### config.mk
export PLATFORM = sky130hd
export DESIGN_NAME = pd_current_motor_drive
export DESIGN_NICKNAME = d
export VERILOG_FILES = /design/src/hdl/pdcmd_pkg.sv /design/src/hdl/pd_current_motor_drive.sv
export VERILOG_INCLUDE_DIRS = /design/src /design/src/hdl
export SDC_FILE = /design/constraint.sdc
export NUM_CORES = 2
export LEC_CHECK = 0
export BUFFER_PORTS_ARGS = -buffer_cell sky130_fd_sc_hd__buf_2
export CORE_MARGIN = 3
export CORE_UTILIZATION = 50
export CTS_CLUSTER_SIZE = 28
export DETAILED_ROUTE_END_ITERATION = 10
export PLACE_DENSITY = 0.66
export SLEW_MARGIN = 30
export SYNTH_ARGS = -nofsm -noshare
export SYNTH_HDL_FRONTEND = slang
export SYNTH_SLANG_ARGS = --single-unit
### constraint.sdc
create_clock -name clk_i -period 30.4 [get_ports clk_i]
set_input_delay 1.52 -clock clk_i [delete_from_list [all_inputs] [get_ports clk_i]]
set_output_delay 1.52 -clock clk_i [all_outputs]
set_load 0.03 [all_outputs]
### src/hdl/assert_macros.svh
// Assertion macros shared by the RTL of the motor drive.
// Every macro samples on clk_i and is disabled while rst_ni is low.
`ifndef ASSERT_MACROS_SVH
`define ASSERT_MACROS_SVH

// Property must hold at every clock edge out of reset.
`define ASSERT_CHK(lbl, prop) \
  lbl: assert property (@(posedge clk_i) disable iff (!rst_ni) (prop)) \
    else $error("assertion failed");

// Condition must never be seen at a clock edge out of reset.
`define ASSERT_NEVER(lbl, cond) \
  `ASSERT_CHK(lbl, !(cond))

`endif

### src/hdl/pdcmd_pkg.sv
// Shared constants and types for the PD / current motor drive.
// No dependencies.
`default_nettype none

package pdcmd_pkg;

  // Configuration register indexes
  typedef enum logic [2:0] {
    RegControlMode    = 3'd0,
    RegGainPosition   = 3'd1,
    RegGainDamping    = 3'd2,
    RegGainCurrent    = 3'd3,
    RegDutyUpperLimit = 3'd4,
    RegDutyLowerLimit = 3'd5
  } cfg_reg_e;

  localparam int CfgAddrW  = 3;
  localparam int CfgDataW  = 16;
  localparam int PosW      = 32;  // position and velocity fields
  localparam int CurW      = 16;  // current fields and gains
  localparam int LimitW    = 15;  // duty limits
  localparam int DutyW     = 16;
  localparam int InDataW   = 4 * PosW + 2 * CurW;

  localparam logic                     ModeRst       = 1'b1;  // current control
  localparam logic        [LimitW-1:0] DutyUpperRst  = 15'd16384;
  localparam logic signed [LimitW-1:0] DutyLowerRst  = 15'sh4000;  // -16384

  localparam logic signed [CurW-1:0]   SenseNearZero = 16'sd2;

endpackage

`default_nettype wire

### src/hdl/pd_current_motor_drive.sv
// PD / current motor drive, one channel.
// A word accepted on s_axis passes through the input register, the error/product
// stage and the state update and output register before its duty is on m_axis.
// Throughput: one word per clock unless m_axis_tready stalls it; the torque and
// accumulator state live only in the last stage, so consecutive words chain with no gap.
// Reset (rst_ni low, asynchronous): pipeline empties, state and registers to defaults.
`default_nettype none
`include "assert_macros.svh"

module pd_current_motor_drive #(
  parameter int FRACTION_BITS = 14
) (
  input  wire logic                                 clk_i,
  input  wire logic                                 rst_ni,
  // configuration write port
  input  wire logic                                 cfg_we_i,
  input  wire logic [pdcmd_pkg::CfgAddrW-1:0]       cfg_addr_i,
  input  wire logic [pdcmd_pkg::CfgDataW-1:0]       cfg_wdata_i,
  // input word
  input  wire logic                                 s_axis_tvalid,
  output      logic                                 s_axis_tready,
  // goal_position, goal_velocity, measured_position, measured_velocity,
  // goal_current, sensed_current (from bit 0 up)
  input  wire logic [pdcmd_pkg::InDataW-1:0]        s_axis_tdata,
  // result word
  output      logic                                 m_axis_tvalid,
  input  wire logic                                 m_axis_tready,
  // duty
  output      logic [pdcmd_pkg::DutyW-1:0]          m_axis_tdata
);

  localparam int TW = FRACTION_BITS + 2;         // torque, signed, spans +/- one
  localparam int EW = pdcmd_pkg::PosW + 1;       // full precision position error
  localparam int PPW = TW + pdcmd_pkg::CurW;     // k * perr
  localparam int VPW = EW + pdcmd_pkg::CurW;     // b * verr
  localparam int SW = VPW + 6;                   // 32 * b * verr + k * perr
  localparam int CW = 2 * pdcmd_pkg::CurW;       // a * current error
  localparam int AW = pdcmd_pkg::CurW + 2;       // accumulator sum

  localparam logic signed [TW-1:0] OneT = {2'b01, {FRACTION_BITS{1'b0}}};
  localparam logic signed [TW-1:0] MinT = {2'b11, {FRACTION_BITS{1'b0}}};
  localparam logic signed [TW:0]   OneE = {3'b001, {FRACTION_BITS{1'b0}}};
  localparam logic signed [pdcmd_pkg::CurW-1:0] ErrCap =
    pdcmd_pkg::CurW'(1 << (FRACTION_BITS - 4));
  localparam logic signed [AW-1:0] Max16 = 18'sd32767;
  localparam logic signed [AW-1:0] Min16 = -18'sd32768;
  localparam logic signed [CW-1:0] Max16W = 32'sd32767;
  localparam logic signed [CW-1:0] Min16W = -32'sd32768;

  typedef struct packed {
    logic signed [TW-1:0]                 torque;
    logic signed [pdcmd_pkg::CurW-1:0]    cur_err;
    logic                                 cur_clr;
    logic                                 cur_pos;
    logic                                 cur_neg;
  } stage_a_t;

  // ---------------------------------------------------------------- config
  logic                                   mode_q;
  logic signed [pdcmd_pkg::CurW-1:0]      gain_pos_q, gain_damp_q, gain_cur_q;
  logic        [pdcmd_pkg::LimitW-1:0]    duty_up_q;
  logic signed [pdcmd_pkg::LimitW-1:0]    duty_lo_q;

  always_ff @(posedge clk_i or negedge rst_ni) begin
    if (!rst_ni) begin
      mode_q      <= pdcmd_pkg::ModeRst;
      gain_pos_q  <= '0;
      gain_damp_q <= '0;
      gain_cur_q  <= '0;
      duty_up_q   <= pdcmd_pkg::DutyUpperRst;
      duty_lo_q   <= pdcmd_pkg::DutyLowerRst;
    end else if (cfg_we_i) begin
      unique case (pdcmd_pkg::cfg_reg_e'(cfg_addr_i))
        pdcmd_pkg::RegControlMode:    mode_q      <= cfg_wdata_i[0];
        pdcmd_pkg::RegGainPosition:   gain_pos_q  <= $signed(cfg_wdata_i);
        pdcmd_pkg::RegGainDamping:    gain_damp_q <= $signed(cfg_wdata_i);
        pdcmd_pkg::RegGainCurrent:    gain_cur_q  <= $signed(cfg_wdata_i);
        pdcmd_pkg::RegDutyUpperLimit: duty_up_q   <= cfg_wdata_i[pdcmd_pkg::LimitW-1:0];
        pdcmd_pkg::RegDutyLowerLimit:
          duty_lo_q <= $signed(cfg_wdata_i[pdcmd_pkg::LimitW-1:0]);
        default: ;
      endcase
    end
  end

  // ------------------------------------------------------------- handshake
  logic v0_q, v1_q, v2_q;
  logic en1, en2;

  assign en2           = !v2_q || m_axis_tready;
  assign en1           = !v1_q || en2;
  assign s_axis_tready = !v0_q || en1;
  assign m_axis_tvalid = v2_q;

  // ---------------------------------------------------------- input stage
  logic signed [pdcmd_pkg::PosW-1:0] gp_q, gv_q, mp_q, mv_q;
  logic signed [pdcmd_pkg::CurW-1:0] gc_q, sc_q;

  always_ff @(posedge clk_i or negedge rst_ni) begin
    if (!rst_ni) begin
      v0_q <= 1'b0;
    end else if (s_axis_tready) begin
      v0_q <= s_axis_tvalid;
    end
  end

  always_ff @(posedge clk_i) begin
    if (s_axis_tready && s_axis_tvalid) begin
      gp_q <= $signed(s_axis_tdata[31:0]);
      gv_q <= $signed(s_axis_tdata[63:32]);
      mp_q <= $signed(s_axis_tdata[95:64]);
      mv_q <= $signed(s_axis_tdata[127:96]);
      gc_q <= $signed(s_axis_tdata[143:128]);
      sc_q <= $signed(s_axis_tdata[159:144]);
    end
  end

  // ------------------------------------------- errors, products, clamps
  logic signed [EW-1:0]  perr, verr;
  logic signed [TW-1:0]  perr_n;
  logic signed [PPW-1:0] prod_p;
  logic signed [VPW-1:0] prod_v;
  logic signed [SW-1:0]  pd_sum, pd_shr;
  logic                  k_pos;
  logic signed [TW-1:0]  torque_a;

  logic signed [AW-1:0]  cerr_w;
  logic signed [pdcmd_pkg::CurW-1:0] cerr16, cerr_s;
  logic signed [CW-1:0]  prod_c, prod_c_shr;
  logic                  tgt_pos, tgt_neg, near_zero;
  stage_a_t              sa_d, sa_q;

  assign perr   = EW'(gp_q) - EW'(mp_q);
  assign verr   = EW'(gv_q) - EW'(mv_q);
  assign perr_n = $signed(perr[TW-1:0]);   // only used while |perr| <= one
  assign prod_p = PPW'(gain_pos_q) * PPW'(perr_n);
  assign prod_v = VPW'(gain_damp_q) * VPW'(verr);
  assign pd_sum = SW'(prod_p) + (SW'(prod_v) <<< 5);
  assign pd_shr = pd_sum >>> (FRACTION_BITS - 4);
  assign k_pos  = !gain_pos_q[pdcmd_pkg::CurW-1] && (|gain_pos_q);

  always_comb begin
    priority if (perr > EW'(OneT)) begin
      torque_a = k_pos ? OneT : MinT;
    end else if (perr < EW'(MinT)) begin
      torque_a = k_pos ? MinT : OneT;
    end else if (pd_shr > SW'(OneT)) begin
      torque_a = OneT;
    end else if (pd_shr < SW'(MinT)) begin
      torque_a = MinT;
    end else begin
      torque_a = $signed(pd_shr[TW-1:0]);
    end
  end

  // current loop error: drive direction from the sign of the target
  assign tgt_pos = !gc_q[pdcmd_pkg::CurW-1] && (|gc_q);
  assign tgt_neg = gc_q[pdcmd_pkg::CurW-1];

  always_comb begin
    priority if (tgt_pos) begin
      cerr_w = AW'(gc_q) - AW'(sc_q);
    end else if (tgt_neg) begin
      cerr_w = -AW'(gc_q) - AW'(sc_q);
    end else begin
      cerr_w = '0;
    end
  end

  always_comb begin
    priority if (cerr_w > Max16) begin
      cerr16 = Max16[pdcmd_pkg::CurW-1:0];
    end else if (cerr_w < Min16) begin
      cerr16 = Min16[pdcmd_pkg::CurW-1:0];
    end else begin
      cerr16 = cerr_w[pdcmd_pkg::CurW-1:0];
    end
  end

  assign prod_c     = CW'(cerr16) * CW'(gain_cur_q);
  assign prod_c_shr = prod_c >>> FRACTION_BITS;

  always_comb begin
    priority if (prod_c_shr > Max16W) begin
      cerr_s = Max16W[pdcmd_pkg::CurW-1:0];
    end else if (prod_c_shr < Min16W) begin
      cerr_s = Min16W[pdcmd_pkg::CurW-1:0];
    end else begin
      cerr_s = prod_c_shr[pdcmd_pkg::CurW-1:0];
    end
  end

  // near-zero sense restarts the integrator with a capped error
  assign near_zero = (sc_q < pdcmd_pkg::SenseNearZero) && (cerr_s > ErrCap);

  always_comb begin
    sa_d.torque  = torque_a;
    sa_d.cur_err = near_zero ? ErrCap : cerr_s;
    sa_d.cur_clr = near_zero;
    sa_d.cur_pos = tgt_pos;
    sa_d.cur_neg = tgt_neg;
  end

  always_ff @(posedge clk_i or negedge rst_ni) begin
    if (!rst_ni) begin
      v1_q <= 1'b0;
    end else if (en1) begin
      v1_q <= v0_q;
    end
  end

  always_ff @(posedge clk_i) begin
    if (en1 && v0_q) begin
      sa_q <= sa_d;
    end
  end

  // ------------------------------------- slew, integrator, duty limits
  logic signed [TW-1:0]  prev_q;
  logic signed [pdcmd_pkg::CurW-1:0] acc_q;
  logic signed [TW:0]    step, prev_ext, prev_up, prev_dn;
  logic signed [TW-1:0]  torque_n;
  logic signed [AW-1:0]  acc_base, acc_delta, acc_sum, acc_sat, acc_dir;
  logic signed [pdcmd_pkg::CurW-1:0] acc_n;
  logic signed [AW-1:0]  duty_raw, duty_up, duty_lo, duty_hi_cl, duty_cl;
  logic        [pdcmd_pkg::DutyW-1:0] duty_q;

  assign prev_ext = (TW + 1)'(prev_q);
  assign step     = (TW + 1)'(sa_q.torque) - prev_ext;
  assign prev_up  = prev_ext + OneE;
  assign prev_dn  = prev_ext - OneE;

  always_comb begin
    priority if (step > OneE) begin
      torque_n = prev_up[TW-1:0];
    end else if (step < -OneE) begin
      torque_n = prev_dn[TW-1:0];
    end else begin
      torque_n = sa_q.torque;
    end
  end

  assign acc_base = sa_q.cur_clr ? '0 : AW'(acc_q);

  always_comb begin
    priority if (sa_q.cur_pos) begin
      acc_delta = AW'(sa_q.cur_err);
    end else if (sa_q.cur_neg) begin
      acc_delta = -AW'(sa_q.cur_err);
    end else begin
      acc_delta = '0;
    end
  end

  assign acc_sum = acc_base + acc_delta;

  always_comb begin
    priority if (acc_sum > Max16) begin
      acc_sat = Max16;
    end else if (acc_sum < Min16) begin
      acc_sat = Min16;
    end else begin
      acc_sat = acc_sum;
    end
  end

  always_comb begin
    acc_dir = '0;
    if (sa_q.cur_pos) begin
      priority if (acc_sat < 0) begin
        acc_dir = '0;
      end else if (acc_sat > AW'(OneT)) begin
        acc_dir = AW'(OneT);
      end else begin
        acc_dir = acc_sat;
      end
    end else if (sa_q.cur_neg) begin
      priority if (acc_sat > 0) begin
        acc_dir = '0;
      end else if (acc_sat < AW'(MinT)) begin
        acc_dir = AW'(MinT);
      end else begin
        acc_dir = acc_sat;
      end
    end
  end

  assign acc_n = acc_dir[pdcmd_pkg::CurW-1:0];

  // upper limit first, lower limit last so it wins when they cross
  assign duty_raw   = mode_q ? AW'(acc_n) : AW'(torque_n);
  assign duty_up    = $signed({3'b000, duty_up_q});
  assign duty_lo    = AW'(duty_lo_q);
  assign duty_hi_cl = (duty_raw > duty_up) ? duty_up : duty_raw;
  assign duty_cl    = (duty_hi_cl < duty_lo) ? duty_lo : duty_hi_cl;

  always_ff @(posedge clk_i or negedge rst_ni) begin
    if (!rst_ni) begin
      v2_q   <= 1'b0;
      prev_q <= '0;
      acc_q  <= '0;
    end else begin
      if (en2) begin
        v2_q <= v1_q;
      end
      if (en2 && v1_q) begin
        if (mode_q) begin
          acc_q <= acc_n;
        end else begin
          prev_q <= torque_n;
        end
      end
    end
  end

  always_ff @(posedge clk_i) begin
    if (en2 && v1_q) begin
      duty_q <= duty_cl[pdcmd_pkg::DutyW-1:0];
    end
  end

  assign m_axis_tdata = duty_q;

  // ------------------------------------------------------------ checks
  `ASSERT_CHK(a_prev_range, (prev_ext <= OneE) && (prev_ext >= -OneE))
  `ASSERT_CHK(a_slew_step, (en2 && v1_q && !mode_q) |=>
    ((prev_ext - $past(prev_ext)) <= OneE) && ((prev_ext - $past(prev_ext)) >= -OneE))
  `ASSERT_NEVER(a_acc_below_one, AW'(acc_q) < AW'(MinT))

endmodule

`default_nettype wire
After elaboration in Yosys (flattened, before gate mapping)
Index checks and enable logic that the tools add are counted.

$lt $le $gt $ge: 20. Equality and inequality tests: 5. Bitwise logic cells: 1. Reduce and logical (&&, ||, !) cells: 25. Muxes and demuxes: 28. $add $sub $neg: 11. Multiply operators: 3.

Operator list (count): 16-bit two-way mux (19); 18-bit two-way mux (9); 18-bit by 16-bit greater-than comparator with 1-bit output (second input constant) (4); 32-bit by 32-bit subtractor with 33-bit output (2); 16-bit by 16-bit multiplier with 32-bit output (2); 32-bit by 54-bit adder with 55-bit output (1); 18-bit by 16-bit < comparator with 1-bit output (second input constant) (3); 16-bit by 33-bit multiplier with 49-bit output (1); 45-bit by 16-bit greater-than comparator with 1-bit output (second input constant) (1); 45-bit by 15-bit < comparator with 1-bit output (second input constant) (1); 16-bit negator with 18-bit output (2); 16-bit by 16-bit subtractor with 17-bit output (2); 33-bit by 16-bit greater-than comparator with 1-bit output (second input constant) (1); 33-bit by 15-bit < comparator with 1-bit output (second input constant) (1); 16-bit OR reduction (2); 18-bit adder (1); 18-bit by 1-bit greater-than comparator with 1-bit output (second input constant) (1); 18-bit by 16-bit greater-than comparator with 1-bit output (1); 18-bit by 1-bit < comparator with 1-bit output (second input constant) (1); 18-bit by 15-bit < comparator with 1-bit output (1); 18-bit by 15-bit < comparator with 1-bit output (second input constant) (1); 18-bit by 16-bit subtractor with 18-bit output (1); 17-bit by 16-bit greater-than comparator with 1-bit output (second input constant) (1); 17-bit by 15-bit < comparator with 1-bit output (second input constant) (1); 13 further kinds (33).

Register bits after elaboration: 325.

Logic depth before layout (Yosys ltp)
Depth after elaboration: 17. Gate-level depth with buffers: 67.

Least setup slack after synthesis
Ideal clock, no wire load.

Path type: register to register. Start point: register mv_q[0] (netlist name). End point: register sa_q[21] (netlist name) (data pin). Period minus slack after synthesis: 14.845 ns. Setup slack: 15.555 ns. Setup time: 0.184 ns. Required time: 30.216 ns. Arrival: 14.660 ns. Path buffers: 2. Stages on the path, launching flop included: 61. Cells stage by stage: edfxtp_1 ha_1 fa_1 nor2b_1 o21ai_0 a21boi_0 o21ai_0 a21boi_0 o21ai_0 a21boi_0 o21ai_0 o31a_1 a21o_1 a211o_1 o21ai_0 a31o_2 xor2_1 clkbuf_1 [25 not listed] inv_1 fa_1 inv_1 ha_1 clkbuf_1 a21oi_1 nor2b_1 o21a_1 a2111oi_0 and4_1 nor3_1 a2111oi_0 o2111ai_1 or4_1 nor4_1 a21oi_1 nand2b_4 a2111oi_4.

Longest elaborated chain between the ends: 8.

RTL lines: start: declaration (line pd_current_motor_drive.sv:96) `logic signed [pdcmd_pkg::PosW-1:0] gp_q, gv_q, mp_q, mv_q;`; start signal: assignment (line pd_current_motor_drive.sv:112) `mv_q <= $signed(s_axis_tdata[127:96]);`; 32-bit by 32-bit subtractor with 33-bit output * (line pd_current_motor_drive.sv:134) `assign verr = EW'(gv_q) - EW'(mv_q);`; 16-bit by 33-bit multiplier with 49-bit output * (line pd_current_motor_drive.sv:137) `assign prod_v = VPW'(gain_damp_q) * VPW'(verr);`; 32-bit by 54-bit adder with 55-bit output * (line pd_current_motor_drive.sv:138) `assign pd_sum = SW'(prod_p) + (SW'(prod_v) <<< 5);`; 45-bit by 15-bit < comparator with 1-bit output (line pd_current_motor_drive.sv:149) `end else if (pd_shr < SW'(MinT)) begin`; 16-bit two-way mux (line pd_current_motor_drive.sv:149); 16-bit two-way mux * (line pd_current_motor_drive.sv:147) `end else if (pd_shr > SW'(OneT)) begin`; 16-bit two-way mux * (line pd_current_motor_drive.sv:145) `end else if (perr < EW'(MinT)) begin`; 16-bit two-way mux * (line pd_current_motor_drive.sv:143) `priority if (perr > EW'(OneT)) begin`; end signal: assignment (line pd_current_motor_drive.sv:214) `sa_q <= sa_d;`; end: declaration (line pd_current_motor_drive.sv:131) `stage_a_t sa_d, sa_q;`.

Every way passes the cells marked *; elsewhere a longest branch is shown, timed or not. A chain may end at the register's enable or synchronous reset.

Worst setup path after layout
Ends and elaborated chain as after synthesis.

==> results.md <==
* Status: finished clean
* Layout cells sized above 1 at 7.688%
* Placer Congestion at 0.9086
* Most Frequent Cell on Critical Path: fa_1
* Sequential cell area fraction in the yosys report at 14.55%
* Avg Inst Size Synth at 9.332 um2
* DR vias/cell at 5.428
* Hold buffer count at CTS at 0
* Library cells used by synthesis at 91
* Routed wire per std cell at 18.48 um
* Final Max Slew Viols at 0
* Syn Nets at 8616
* Worst setup SP type: flop
* Min-delay worst type: reg -> reg
* Period minus WS final at 16.44 ns
* Mapped Cells at 6769
* Worst-path fanout max at 16
* HP Start: acc_q[9]
* # IOs at 202
* Die ar. at 0.1306 mm2
* CTS Root Cell: clkbuf_16
* Normalized max-slew margin at 36.29%
* Top-count cell post-synth: inv_1
* Count of input and output buffers at 201
* Clock Tree Buf Depth at 3
* Fmax at 0.06083 GHz
* Global route overflow at 0
* Core area at 0.1246 mm2
* Syn Std Cell Area at 0.06317 mm2
* Max_cap viols at 0
* Post-synth top cells: inv_1, fa_1, nand2_1
* Fill cells at 11370
* Synth top area cells: fa_1, ha_1, edfxtp_1
* Htree depth at 2
* Largest stage delay, worst path at 0.73 ns
* Crit path from: mv_q[0]
* Worst Path Arrival at 16.87 ns
* Endpoint type of the worst setup path: flop
* Worst-path clk slew at 0.06 ns
* Setup repair bufs after CTS at 0
* Total CTS buffers at 42
* Pin count of the biggest net entering global routing at 65
* DR DRC count at 0
* Rows at 129
* Yosys warns at 0
* Iter 0 DRT Violations at 3100
* Setup-failing EPs final at 0
* Critical Path Slowest Stage Cell: a2111oi_1
* DRT Wirelength at 157900 um
* 1st-pass router iterations at 5
* Die width at 361.4 um
* Crit Path Class: reg -> reg
* Layout area overhead at 6.847%
* Die Height at 361.4 um
* Fin crit share at 54.07%
* DP HPWL at 128900 um
* Top_reg_cell synth: edfxtp_1
* Area leader, netlist: fa_1
* Fin Setup TNS at 0 ns
* PostCTS Resize Cnt at 0
* # nets final at 8720
* Synth top area share at 36.48%
* Routed vias at 46380
* Ys async rst share at 35.08%
* Latest clock arrival within the worst-skew pair at 0.63 ns
* Vias in the first global route at 48210
* Initial core utilization at 50.70%
* CTS tree: done
* GRT Overall Usage at 24.64%
* Clock sink total at 325
* Detail Route Antenna Nets at 0
* First-pass GRT wire length at 259000 um
* Post-synth EDFFs at 211
* RSZ-0062 raised after global routing: false
* Initial antenna violation count at 7
* CP required at 30.84 ns
* Setup Skew at 0.03266 ns
* Hold Vio Cnt, Final at 0
* RR Startpoint: mv_q[0]
* Slew of the pin with the lowest slew margin at 0.9530 ns
* Yosys reg bits at 325
metrics by stage:
step	area, um2	cells	hold slack [ns]	utilization [%]	setup slack (ns)
after floorplan	63170	6769	0.4407	-	15.56
after global placement	66040	8463	0.4576	53.00	14.34
after detailed placement	66060	8463	0.4681	53.01	13.73
after CTS	67440	8541	0.4855	54.12	13.64
after global routing	67490	8544	0.5078	54.17	12.36
final	67490	8545	0.4781	54.17	13.96
sequential cells by signal, summed over array words and instances (netlist names):
name and count:
acc_q 16, duty_lo_q 15, duty_up_q 15, gain_cur_q 16, gain_damp_q 16, gain_pos_q 16
gc_q 16, gp_q 32, gv_q 32, m_axis_tdata 16, m_axis_tvalid 1, mode_q 1
mp_q 32, mv_q 32, prev_q 16, sa_q 35, sc_q 16, v0_q 1
v1_q 1
layer usage:
metal / up-vias / routed length (um) / global-route usage (%)
met2: 1309 / 74550 / 40.32
met1: 23450 / 69850 / 35.07
met5: - / 0 / 0
li1: 21420 / - / -
met3: 201 / 9318 / 3.011
met4: 0 / 4217 / 6.049
logic make-up after synthesis:
logic type / after synthesis / share of synthesized area, %
AND/OR/NAND/NOR: 1900 / 14.89
AO/OA/AOI/OAI: 857 / 8.866
flip-flops: 325 / 14.55
XOR/XNOR: 217 / 3.009
buffers and inverters: 1696 / 10.10
multiplexers: 111 / 1.965
adder cells (fa/ha/maj): 1663 / 46.62
cells in the final DEF, fill, tap and decap left out, drive strengths merged, types with 25 or more instances in the layout:
| master | n |
|---|---|
| edfxtp | 211 |
| nor2b | 99 |
| o21bai | 31 |
| dfrtp | 111 |
| a211oi | 41 |
| nand3 | 63 |
| a31oi | 27 |
| fa | 1151 |
| nor3 | 79 |
| a21o | 115 |
| buf | 291 |
| o21ai | 199 |
| nor2 | 241 |
| ha | 512 |
| nand2b | 85 |
| inv | 1472 |
| a21oi | 225 |
| mux2 | 104 |
| clkbuf | 51 |
| o21a | 38 |
| nand4 | 36 |
| or2 | 25 |
| nand2 | 742 |
| xnor2 | 142 |
| and2 | 392 |
| xor2 | 75 |
| nor4 | 27 |
final cells by class:
cell class	instances	area (um2)	share of cell area, %
Clock buffer	51	1136	1.683
Multi-Input combinational cell	4748	47660	70.62
Clock inverter	27	247.7	0.3670
Antenna cell	1	2.502	0.003708
Inverter	1465	5499	8.147
Tap cell	1637	2048	3.035
Sequential cell	325	9196	13.63
Timing Repair Buffer	291	1700	2.519
final timing paths:
path                             endpoint  slack [ns]  cells after the start
setup / recovery                 sa_q[21]       13.96                     59
hold / removal                   acc_q[9]        0.48                      2
setup reg to reg                 sa_q[21]       13.96                     59
hold reg to reg                  acc_q[9]        0.48                      2
max in group asynchronous  gain_damp_q[7]       28.32                      2
min in group asynchronous   duty_lo_q[10]        0.85                      1
worst max-delay path: cells and delay by family (launching register included):
family          cells  cell delay (ns)
compound gates     23             5.93
simple gates       13             2.31
xor+xnor            2             0.29
fa+ha+maj          15             6.85
flops               1             0.36
buf+inv             6             0.47
Power is left out: the tool's default activity adds up to more than one toggle a clock period on the data nets, which glitch-free logic cannot reach.
